## config.mk

```make
export PLATFORM = sky130hd
export DESIGN_NAME = sorted_key_table_flat
export DESIGN_NICKNAME = d
export VERILOG_FILES = /design/src/sv/skt_pkg.sv /design/src/sv/skt_in_if.sv /design/src/sv/skt_out_if.sv /design/src/sv/skt_ram.sv /design/src/sv/sorted_key_table.sv /design/src/flat_wrapper.sv
export SDC_FILE = /design/constraint.sdc
export NUM_CORES = 1
export LEC_CHECK = 0
export BUFFER_PORTS_ARGS = -buffer_cell sky130_fd_sc_hd__buf_4
export CORE_ASPECT_RATIO = 0.5
export CORE_MARGIN = 8
export CORE_UTILIZATION = 57
export CTS_CLUSTER_SIZE = 28
export DETAILED_ROUTE_END_ITERATION = 16
export GPL_ROUTABILITY_DRIVEN = 0
export GPL_TIMING_DRIVEN = 0
export PLACE_DENSITY = 0.85
export SLEW_MARGIN = 20
export SYNTH_ARGS = -nofsm -noshare
export SYNTH_HDL_FRONTEND = slang
export SYNTH_SLANG_ARGS = --single-unit
```

## constraint.sdc

```tcl
create_clock -name clk_i -period 9.1 [get_ports clk_i]
set_input_delay 1.82 -clock clk_i [delete_from_list [all_inputs] [get_ports clk_i]]
set_output_delay 1.82 -clock clk_i [all_outputs]
set_load 0.01 [all_outputs]
```

## src/sv/skt_pkg.sv

```systemverilog
// ----------------------------------------------------------------------------
// skt_pkg
// Types and codes shared by the sorted key table and its channel interfaces.
// ----------------------------------------------------------------------------
package skt_pkg;

  typedef logic        [1:0]  kind_t;
  typedef logic        [1:0]  status_t;
  typedef logic signed [31:0] key_t;
  typedef logic        [31:0] tag_t;

  // one table entry as held in the table memory
  typedef struct packed {
    key_t key;
    tag_t tag;
  } entry_t;

  localparam int EntryW = $bits(entry_t);

  localparam kind_t KIND_INSERT = 2'd0;
  localparam kind_t KIND_DELETE = 2'd1;
  localparam kind_t KIND_READ   = 2'd2;

  localparam status_t ST_OK        = 2'd0;
  localparam status_t ST_EMPTY     = 2'd1;
  localparam status_t ST_NOT_FOUND = 2'd2;
  localparam status_t ST_FULL      = 2'd3;

endpackage

```

## src/sv/skt_in_if.sv

```systemverilog
// ----------------------------------------------------------------------------
// skt_in_if
// Request channel: operation kind, key and tag with a valid/ready handshake.
// ----------------------------------------------------------------------------
interface skt_in_if;
  import skt_pkg::*;

  logic  valid;
  logic  ready;
  kind_t kind;
  key_t  key;
  tag_t  tag;

  modport source (output valid, output kind, output key, output tag, input ready);
  modport sink   (input valid, input kind, input key, input tag, output ready);

endinterface

```

## src/sv/skt_out_if.sv

```systemverilog
// ----------------------------------------------------------------------------
// skt_out_if
// Result channel: status, entry key and tag, last flag, valid/ready handshake.
// ----------------------------------------------------------------------------
interface skt_out_if;
  import skt_pkg::*;

  logic    valid;
  logic    ready;
  status_t status;
  key_t    entry_key;
  tag_t    entry_tag;
  logic    last;

  modport source (output valid, output status, output entry_key, output entry_tag,
                  output last, input ready);
  modport sink   (input valid, input status, input entry_key, input entry_tag,
                  input last, output ready);

endinterface

```

## src/sv/skt_ram.sv

```systemverilog
// ----------------------------------------------------------------------------
// skt_ram
// Generic single write port, single read port RAM with registered read data.
// ----------------------------------------------------------------------------
module skt_ram #(
  parameter int WIDTH = 64,
  parameter int DEPTH = 16
) (
  input  logic                     clk_i,
  input  logic                     we_i,
  input  logic [$clog2(DEPTH)-1:0] waddr_i,
  input  logic [WIDTH-1:0]         wdata_i,
  input  logic                     re_i,
  input  logic [$clog2(DEPTH)-1:0] raddr_i,
  output logic [WIDTH-1:0]         rdata_o
);

  logic [WIDTH-1:0] mem_q [DEPTH];
  logic [WIDTH-1:0] rdata_q;

  always_ff @(posedge clk_i) begin
    if (we_i) begin
      mem_q[waddr_i] <= wdata_i;
    end
    // read data holds while re_i is low
    if (re_i) begin
      rdata_q <= mem_q[raddr_i];
    end
  end

  assign rdata_o = rdata_q;

endmodule

```

## src/sv/sorted_key_table.sv

```systemverilog
// ----------------------------------------------------------------------------
// sorted_key_table
// Bounded table of signed keys with tags, kept in descending key order.
// ----------------------------------------------------------------------------
// Requests arrive on in_i (kind, key, tag); results leave on out_o (status,
// entry_key, entry_tag, last). Both channels move a word when valid and ready
// are high at a rising edge. One request is worked at a time: in_i.ready is
// high only while the sequencer is idle.
// All work goes through one table RAM (one read, one write port, registered
// read) under a small sequencer, one entry per cycle unless the output stalls:
//   insert: on an empty table the entry goes straight to slot 0; a full table
//           answers status full
//   delete: every entry is read once, later ones move down
//   readout: one word per cycle while the receiver keeps up
// An insert scans from the tail, moving entries up until its slot is found.
// The result word sits in an output register, so the sequencer keeps going
// while it waits; when the receiver stalls the sequencer holds at the next
// word to send. Reset empties the table at once (entry count cleared, no
// clearing pass) and drops any pending result. Kind 3 is taken and dropped.
// ----------------------------------------------------------------------------
module sorted_key_table #(
  parameter int DEPTH = 16
) (
  input  logic      clk_i,
  input  logic      rst_ni,
  skt_in_if.sink    in_i,
  skt_out_if.source out_o
);
  import skt_pkg::*;

  localparam int CW = $clog2(DEPTH + 1);
  localparam int AW = $clog2(DEPTH);

  localparam logic [3:0] S_IDLE    = 4'd0;
  localparam logic [3:0] S_INS_RD  = 4'd1;
  localparam logic [3:0] S_INS_CMP = 4'd2;
  localparam logic [3:0] S_INS_PUT = 4'd3;
  localparam logic [3:0] S_DEL_RD  = 4'd4;
  localparam logic [3:0] S_DEL_CMP = 4'd5;
  localparam logic [3:0] S_RD_RD   = 4'd6;
  localparam logic [3:0] S_RD_OUT  = 4'd7;
  localparam logic [3:0] S_EMIT    = 4'd8;

  logic [3:0]    state_q, state_d;
  logic [CW-1:0] cnt_q, cnt_d;
  logic [CW-1:0] idx_q, idx_d;
  logic          found_q, found_d;
  status_t       stat_q, stat_d;
  key_t          key_q;
  tag_t          tag_q;

  logic          out_valid_q;
  status_t       out_status_q;
  key_t          out_key_q;
  tag_t          out_tag_q;
  logic          out_last_q;

  logic          ram_we;
  logic [AW-1:0] ram_waddr;
  entry_t        ram_wdata;
  logic          ram_re;
  logic [AW-1:0] ram_raddr;
  logic [EntryW-1:0] ram_rdata;
  entry_t        rd_ent;
  entry_t        new_ent;

  logic          out_free;
  logic          out_load;
  status_t       ld_status;
  key_t          ld_key;
  tag_t          ld_tag;
  logic          ld_last;
  logic          shift;
  logic          hit;
  logic          at_end;
  logic          in_acc;

  assign rd_ent   = ram_rdata;
  assign new_ent  = '{key: key_q, tag: tag_q};
  assign out_free = !out_valid_q || out_o.ready;
  assign at_end   = (idx_q == cnt_q - CW'(1));
  assign in_acc   = in_i.valid && in_i.ready;

  assign in_i.ready = (state_q == S_IDLE);

  skt_ram #(
    .WIDTH (EntryW),
    .DEPTH (DEPTH)
  ) u_table (
    .clk_i   (clk_i),
    .we_i    (ram_we),
    .waddr_i (ram_waddr),
    .wdata_i (ram_wdata),
    .re_i    (ram_re),
    .raddr_i (ram_raddr),
    .rdata_o (ram_rdata)
  );

  always_comb begin
    state_d   = state_q;
    cnt_d     = cnt_q;
    idx_d     = idx_q;
    found_d   = found_q;
    stat_d    = stat_q;
    ram_we    = 1'b0;
    ram_waddr = '0;
    ram_wdata = new_ent;
    ram_re    = 1'b0;
    ram_raddr = idx_q[AW-1:0];
    out_load  = 1'b0;
    ld_status = stat_q;
    ld_key    = '0;
    ld_tag    = '0;
    ld_last   = 1'b1;
    // the head entry wins ties, later entries lose them
    shift     = (idx_q == '0) ? (key_q > rd_ent.key) : (key_q >= rd_ent.key);
    hit       = found_q || (rd_ent.key == key_q);

    unique case (state_q)
      S_IDLE: begin
        if (in_i.valid) begin
          unique case (in_i.kind)
            KIND_INSERT: begin
              if (cnt_q == CW'(DEPTH)) begin
                stat_d  = ST_FULL;
                state_d = S_EMIT;
              end else if (cnt_q == '0) begin
                state_d = S_INS_PUT;
              end else begin
                idx_d   = cnt_q - CW'(1);
                state_d = S_INS_RD;
              end
            end
            KIND_DELETE: begin
              if (cnt_q == '0) begin
                stat_d  = ST_EMPTY;
                state_d = S_EMIT;
              end else begin
                idx_d   = '0;
                found_d = 1'b0;
                state_d = S_DEL_RD;
              end
            end
            KIND_READ: begin
              if (cnt_q == '0) begin
                stat_d  = ST_EMPTY;
                state_d = S_EMIT;
              end else begin
                idx_d   = '0;
                state_d = S_RD_RD;
              end
            end
            default: begin
              state_d = S_IDLE;
            end
          endcase
        end
      end
      S_INS_RD: begin
        ram_re  = 1'b1;
        state_d = S_INS_CMP;
      end
      S_INS_CMP: begin
        ram_we    = 1'b1;
        ram_waddr = AW'(idx_q + CW'(1));
        if (shift) begin
          ram_wdata = rd_ent;
          if (idx_q == '0) begin
            state_d = S_INS_PUT;
          end else begin
            idx_d     = idx_q - CW'(1);
            ram_re    = 1'b1;
            ram_raddr = AW'(idx_q - CW'(1));
          end
        end else begin
          cnt_d   = cnt_q + CW'(1);
          stat_d  = ST_OK;
          state_d = S_EMIT;
        end
      end
      S_INS_PUT: begin
        ram_we  = 1'b1;
        cnt_d   = cnt_q + CW'(1);
        stat_d  = ST_OK;
        state_d = S_EMIT;
      end
      S_DEL_RD: begin
        ram_re  = 1'b1;
        state_d = S_DEL_CMP;
      end
      S_DEL_CMP: begin
        // once the match is passed, every later entry moves down one slot
        if (found_q) begin
          ram_we    = 1'b1;
          ram_waddr = AW'(idx_q - CW'(1));
          ram_wdata = rd_ent;
        end
        found_d = hit;
        if (at_end) begin
          if (hit) begin
            cnt_d  = cnt_q - CW'(1);
            stat_d = ST_OK;
          end else begin
            stat_d = ST_NOT_FOUND;
          end
          state_d = S_EMIT;
        end else begin
          idx_d     = idx_q + CW'(1);
          ram_re    = 1'b1;
          ram_raddr = AW'(idx_q + CW'(1));
        end
      end
      S_RD_RD: begin
        ram_re  = 1'b1;
        state_d = S_RD_OUT;
      end
      S_RD_OUT: begin
        if (out_free) begin
          out_load  = 1'b1;
          ld_status = ST_OK;
          ld_key    = rd_ent.key;
          ld_tag    = rd_ent.tag;
          ld_last   = at_end;
          if (at_end) begin
            state_d = S_IDLE;
          end else begin
            idx_d     = idx_q + CW'(1);
            ram_re    = 1'b1;
            ram_raddr = AW'(idx_q + CW'(1));
          end
        end
      end
      S_EMIT: begin
        if (out_free) begin
          out_load = 1'b1;
          state_d  = S_IDLE;
        end
      end
      default: begin
        state_d = S_IDLE;
      end
    endcase
  end

  always_ff @(posedge clk_i or negedge rst_ni) begin
    if (!rst_ni) begin
      state_q     <= S_IDLE;
      cnt_q       <= '0;
      idx_q       <= '0;
      found_q     <= 1'b0;
      stat_q      <= ST_OK;
      out_valid_q <= 1'b0;
    end else begin
      state_q <= state_d;
      cnt_q   <= cnt_d;
      idx_q   <= idx_d;
      found_q <= found_d;
      stat_q  <= stat_d;
      if (out_load) begin
        out_valid_q <= 1'b1;
      end else if (out_o.ready) begin
        out_valid_q <= 1'b0;
      end
    end
  end

  always_ff @(posedge clk_i) begin
    if (in_acc) begin
      key_q <= in_i.key;
      tag_q <= in_i.tag;
    end
    if (out_load) begin
      out_status_q <= ld_status;
      out_key_q    <= ld_key;
      out_tag_q    <= ld_tag;
      out_last_q   <= ld_last;
    end
  end

  assign out_o.valid     = out_valid_q;
  assign out_o.status    = out_status_q;
  assign out_o.entry_key = out_key_q;
  assign out_o.entry_tag = out_tag_q;
  assign out_o.last      = out_last_q;

  // the entry count never passes the table depth
  a_cnt_bound: assert property (@(posedge clk_i) disable iff (!rst_ni)
    cnt_q <= CW'(DEPTH))
    else $error("entry count above table depth");

  // table writes stay inside the live region plus the one slot being opened
  a_write_range: assert property (@(posedge clk_i) disable iff (!rst_ni)
    ram_we |-> ({1'b0, ram_waddr} <= {1'b0, cnt_q}))
    else $error("table write beyond live entries");

  // the entry count moves by at most one per cycle
  a_cnt_step: assert property (@(posedge clk_i) disable iff (!rst_ni)
    (cnt_q != $past(cnt_q)) |->
      ((cnt_q == $past(cnt_q) + CW'(1)) || (cnt_q == $past(cnt_q) - CW'(1))))
    else $error("entry count jumped");

  // a word that is not the last one only comes from a readout with status ok
  a_mid_word: assert property (@(posedge clk_i) disable iff (!rst_ni)
    (out_valid_q && !out_last_q) |-> (out_status_q == ST_OK))
    else $error("non-final word with error status");

endmodule

```

## src/flat_wrapper.sv

```systemverilog
// flat-port wrapper written by rule: the top's interface ports become plain ports
module sorted_key_table_flat import skt_pkg::*;
#(
  parameter int DEPTH = 16
)
  (clk_i, rst_ni, in_i_valid, in_i_kind, in_i_key, in_i_tag, in_i_ready, out_o_valid, out_o_status, out_o_entry_key, out_o_entry_tag, out_o_last, out_o_ready);
  skt_in_if in_i_i ();
  skt_out_if out_o_i ();
  input  logic clk_i;
  input  logic rst_ni;
  input wire logic [$bits(in_i_i.valid)-1:0] in_i_valid;
  input wire logic [$bits(in_i_i.kind)-1:0] in_i_kind;
  input wire logic [$bits(in_i_i.key)-1:0] in_i_key;
  input wire logic [$bits(in_i_i.tag)-1:0] in_i_tag;
  output wire logic [$bits(in_i_i.ready)-1:0] in_i_ready;
  output wire logic [$bits(out_o_i.valid)-1:0] out_o_valid;
  output wire logic [$bits(out_o_i.status)-1:0] out_o_status;
  output wire logic [$bits(out_o_i.entry_key)-1:0] out_o_entry_key;
  output wire logic [$bits(out_o_i.entry_tag)-1:0] out_o_entry_tag;
  output wire logic [$bits(out_o_i.last)-1:0] out_o_last;
  input wire logic [$bits(out_o_i.ready)-1:0] out_o_ready;
  assign in_i_i.valid = in_i_valid;
  assign in_i_i.kind = in_i_kind;
  assign in_i_i.key = in_i_key;
  assign in_i_i.tag = in_i_tag;
  assign in_i_ready = in_i_i.ready;
  assign out_o_valid = out_o_i.valid;
  assign out_o_status = out_o_i.status;
  assign out_o_entry_key = out_o_i.entry_key;
  assign out_o_entry_tag = out_o_i.entry_tag;
  assign out_o_last = out_o_i.last;
  assign out_o_i.ready = out_o_ready;
  sorted_key_table #(.DEPTH(DEPTH)) u_core (.clk_i(clk_i), .rst_ni(rst_ni), .in_i(in_i_i), .out_o(out_o_i));
endmodule
```

==> flow_summary.json <==
{
  "hold_ws_ps": 561,
  "nets": 3364,
  "die-area_um2": 97900,
  "numCtsBuffers": 107,
  "startpoint_type": "flop",
  "synth_area_um2": 49900,
  "min-delay-path-class": "reg -> reg",
  "route.top_layer_used": "met5",
  "met2_wirelength_um": 61400,
  "hold_viol": 0,
  "synthFlopType": "edfxtp_1",
  "p_total_mw": 20.5,
  "ctsLongestPathBuffers": 3,
  "drt-initial-drc-count": 4416,
  "fin_crit_sh": 0.854,
  "first_global_vias": 30100,
  "root_buffer": "clkbuf_16",
  "cts_tree": "done",
  "die_h_um": 225,
  "powerDensity_nw_per_um2": 359,
  "rows": 76,
  "setup_violations": 0,
  "rsz0062_at_grt": "no",
  "htreeDepth": 3,
  "postCtsSetupRepairBufs": 0,
  "insertion_delay_ps": 710,
  "portBuffers": 138,
  "worstPathArrival_ps": 8090,
  "wire_per_inst_um": 28.7,
  "most-common-layout-cells": "edfxtp_1 (1219), mux2i_1 (514), nand2_1 (200)",
  "io_pins": 139,
  "hpwl_um": 81000,
  "routed-via-count": 29400,
  "ir_drop_v": 0.000273,
  "syn_avg_cell_area_um2": 16.9,
  "status": "complete, no violations",
  "grt_max_degree": 37,
  "grt_pass1_wl_um": 188000,
  "yosys_warnings": 0,
  "tns_ps": 0,
  "cts_resized": 0,
  "syn_nets": 3057,
  "worstMarginPinSlew_ps": 1200,
  "async_flop_share": 0.0146,
  "required_ps": 9420,
  "drt_pass1_iterations": 6,
  "drc_errors": 0,
  "maxCapViolations": 0,
  "worstSetupEndpointType": "flop",
  "clkSinkCount": 1237,
  "antenna_found_initial": 3,
  "synth-seq-area-share": 0.742,
  "cp_max_fo": 16,
  "final_core_util": 0.663,
  "skew_ps": 34.6,
  "drtAntennaViolNets": 0,
  "fp.dieW_um": 434,
  "yosys.cell_types.count": 60,
  "syn_inst": 2945,
  "vias_per_cell": 6.51,
  "grt_overflow": 0,
  "synth_enable_flop_cells": 1219,
  "wl_met3_um": 15700,
  "antenna_cells": 0,
  "final_common_cell": "edfxtp_1",
  "drv_slew": 0,
  "ys_ff_latch": 1237,
  "hold_buffers": 0,
  "fin_crit_ps": 7770,
  "start_util": 0.577,
  "wl_met1_um": 45900,
  "coreArea_um2": 86400,
  "wirelength_um": 129000,
  "drive_gt1_frac": 0.173,
  "path_class": "reg -> reg",
  "track_usage": 0.257,
  "slew_headroom": 0.198,
  "path_clk_slew_ps": 70,
  "p_leak_nw": 20.1,
  "fmax_ghz": 0.129,
  "syn_to_final_growth_pct": 14.8
}
-- where the power goes --
part / switching [mW] / internal (mW) / leakage [nW] / total [mW]
clock: 2.07 / 2.48 / 1.68 / 4.55
combinational: 5.39 / 2.77 / 7.13 / 8.15
sequential: 0.224 / 7.61 / 11.3 / 7.84
-- final cells by class --
type / count / area [um2]
Multi-Input combinational cell: 1508 / 12100
Sequential cell: 1237 / 37100
Inverter: 45 / 169
Timing Repair Buffer: 198 / 2310
Clock buffer: 125 / 2750
Clock inverter: 71 / 699
Buffer: 155 / 764
Fill cell: 5134 / 29200
Tap cell: 1170 / 1460
-- cells by family (layout without fill, tap and decap cells) --
| kind of cell | count (synthesis) | in the layout | synth area share |
|---|---|---|---|
| AO/OA/AOI/OAI | 394 | 394 | 0.0501 |
| XOR/XNOR | 17 | 17 | 0.00328 |
| adder cells (fa/ha/maj) | 42 | 42 | 0.0105 |
| buffers and inverters | 200 | 594 | 0.0187 |
| flip-flops | 1237 | 1237 | 0.742 |
| multiplexers | 676 | 676 | 0.140 |
| AND/OR/NAND/NOR | 379 | 379 | 0.0353 |
-- routing by layer --
layer  vias up  global-route usage
met4         2               0.123
met1     14600               0.328
li1      12100                   -
met5         -                   0
met3       417              0.0592
met2      2343               0.421
-- per-stage QoR --
stage	std cells	cell area [um2]	setup slack, ps
after floorplan	2945	49900	3750
after global placement	4253	52400	431
after detailed placement	4312	53800	1950
after CTS	4508	57300	1700
after global routing	4509	57300	1340
final	4509	57300	1330
-- flip-flops by register name, indices dropped and copies added (netlist names) --
signal and flops:
u_core.out_o.valid 1, u_core.out_o.last 1, u_core.key_q 32, u_core.cnt_q 5, u_core.stat_q 2, u_core.idx_q 5, u_core.u_table.mem_q 1024, u_core.out_o.entry_tag 32
u_core.tag_q 32, u_core.out_o.status 2, u_core.out_o.entry_key 32, u_core.u_table.rdata_o 64, u_core.found_q 1, u_core.state_q 4
-- cell usage after synthesis (5+ instances only) --
master    instances  share of area
nand2b_1          6        0.00075
inv_1            45         0.0034
o221ai_1         66          0.012
edfxtp_1       1219           0.73
o21ai_1          98         0.0098
mux2_1           54          0.012
nand3_1          10         0.0010
nand4_1           9         0.0011
dfrtp_1          18         0.0090
nor2_1           43         0.0032
mux2_2          108          0.024
a22oi_1          67          0.010
a21oi_1          40         0.0040
mux2i_1         514           0.10
xnor2_1          10         0.0018
buf_6             7         0.0016
buf_4             9         0.0014
nand2_1         201          0.015
clkbuf_1         66         0.0050
ha_1             42          0.011
o21ai_0          90         0.0090
buf_2            68         0.0068
and2_1           67         0.0084
nor3_1           11         0.0011
xor2_1            5        0.00088
-- worst paths after layout --
kind	start	endpoint	slack [ps]	cells past startpoint
max in group asynchronous	rst_ni	u_core.cnt_q[4]$_DFFE_PN0P_	7880	1
max reg2reg	u_core.u_table.rdata_o[63]$_DFFE_PP_	u_core.u_table.mem_q[13][52]$_DFFE_PP_	1330	14
min reg2reg	u_core.u_table.rdata_o[28]$_DFFE_PP_	u_core.out_o.entry_tag[28]$_SDFFCE_PN0P_	560	1
min	u_core.u_table.rdata_o[28]$_DFFE_PP_	u_core.out_o.entry_tag[28]$_SDFFCE_PN0P_	560	1
max	u_core.u_table.rdata_o[63]$_DFFE_PP_	u_core.u_table.mem_q[13][52]$_DFFE_PP_	1330	14
min in group asynchronous	rst_ni	u_core.state_q[0]$_DFFE_PN0P_	1010	1
-- critical path, cell delays in order (launching register included) --
cell	delay, ps
edfxtp_1	390
inv_1	90
ha_1	550
nand4_1	450
nor4_1	1100
nor3b_1	790
nor3_1	170
xnor2_1	240
mux2_2	210
nor2_1	110
nor2_1	900
clkbuf_1	900
clkbuf_1	610
nand2_1	210
o21ai_1	650
Power figures use the tool's default switching activity.
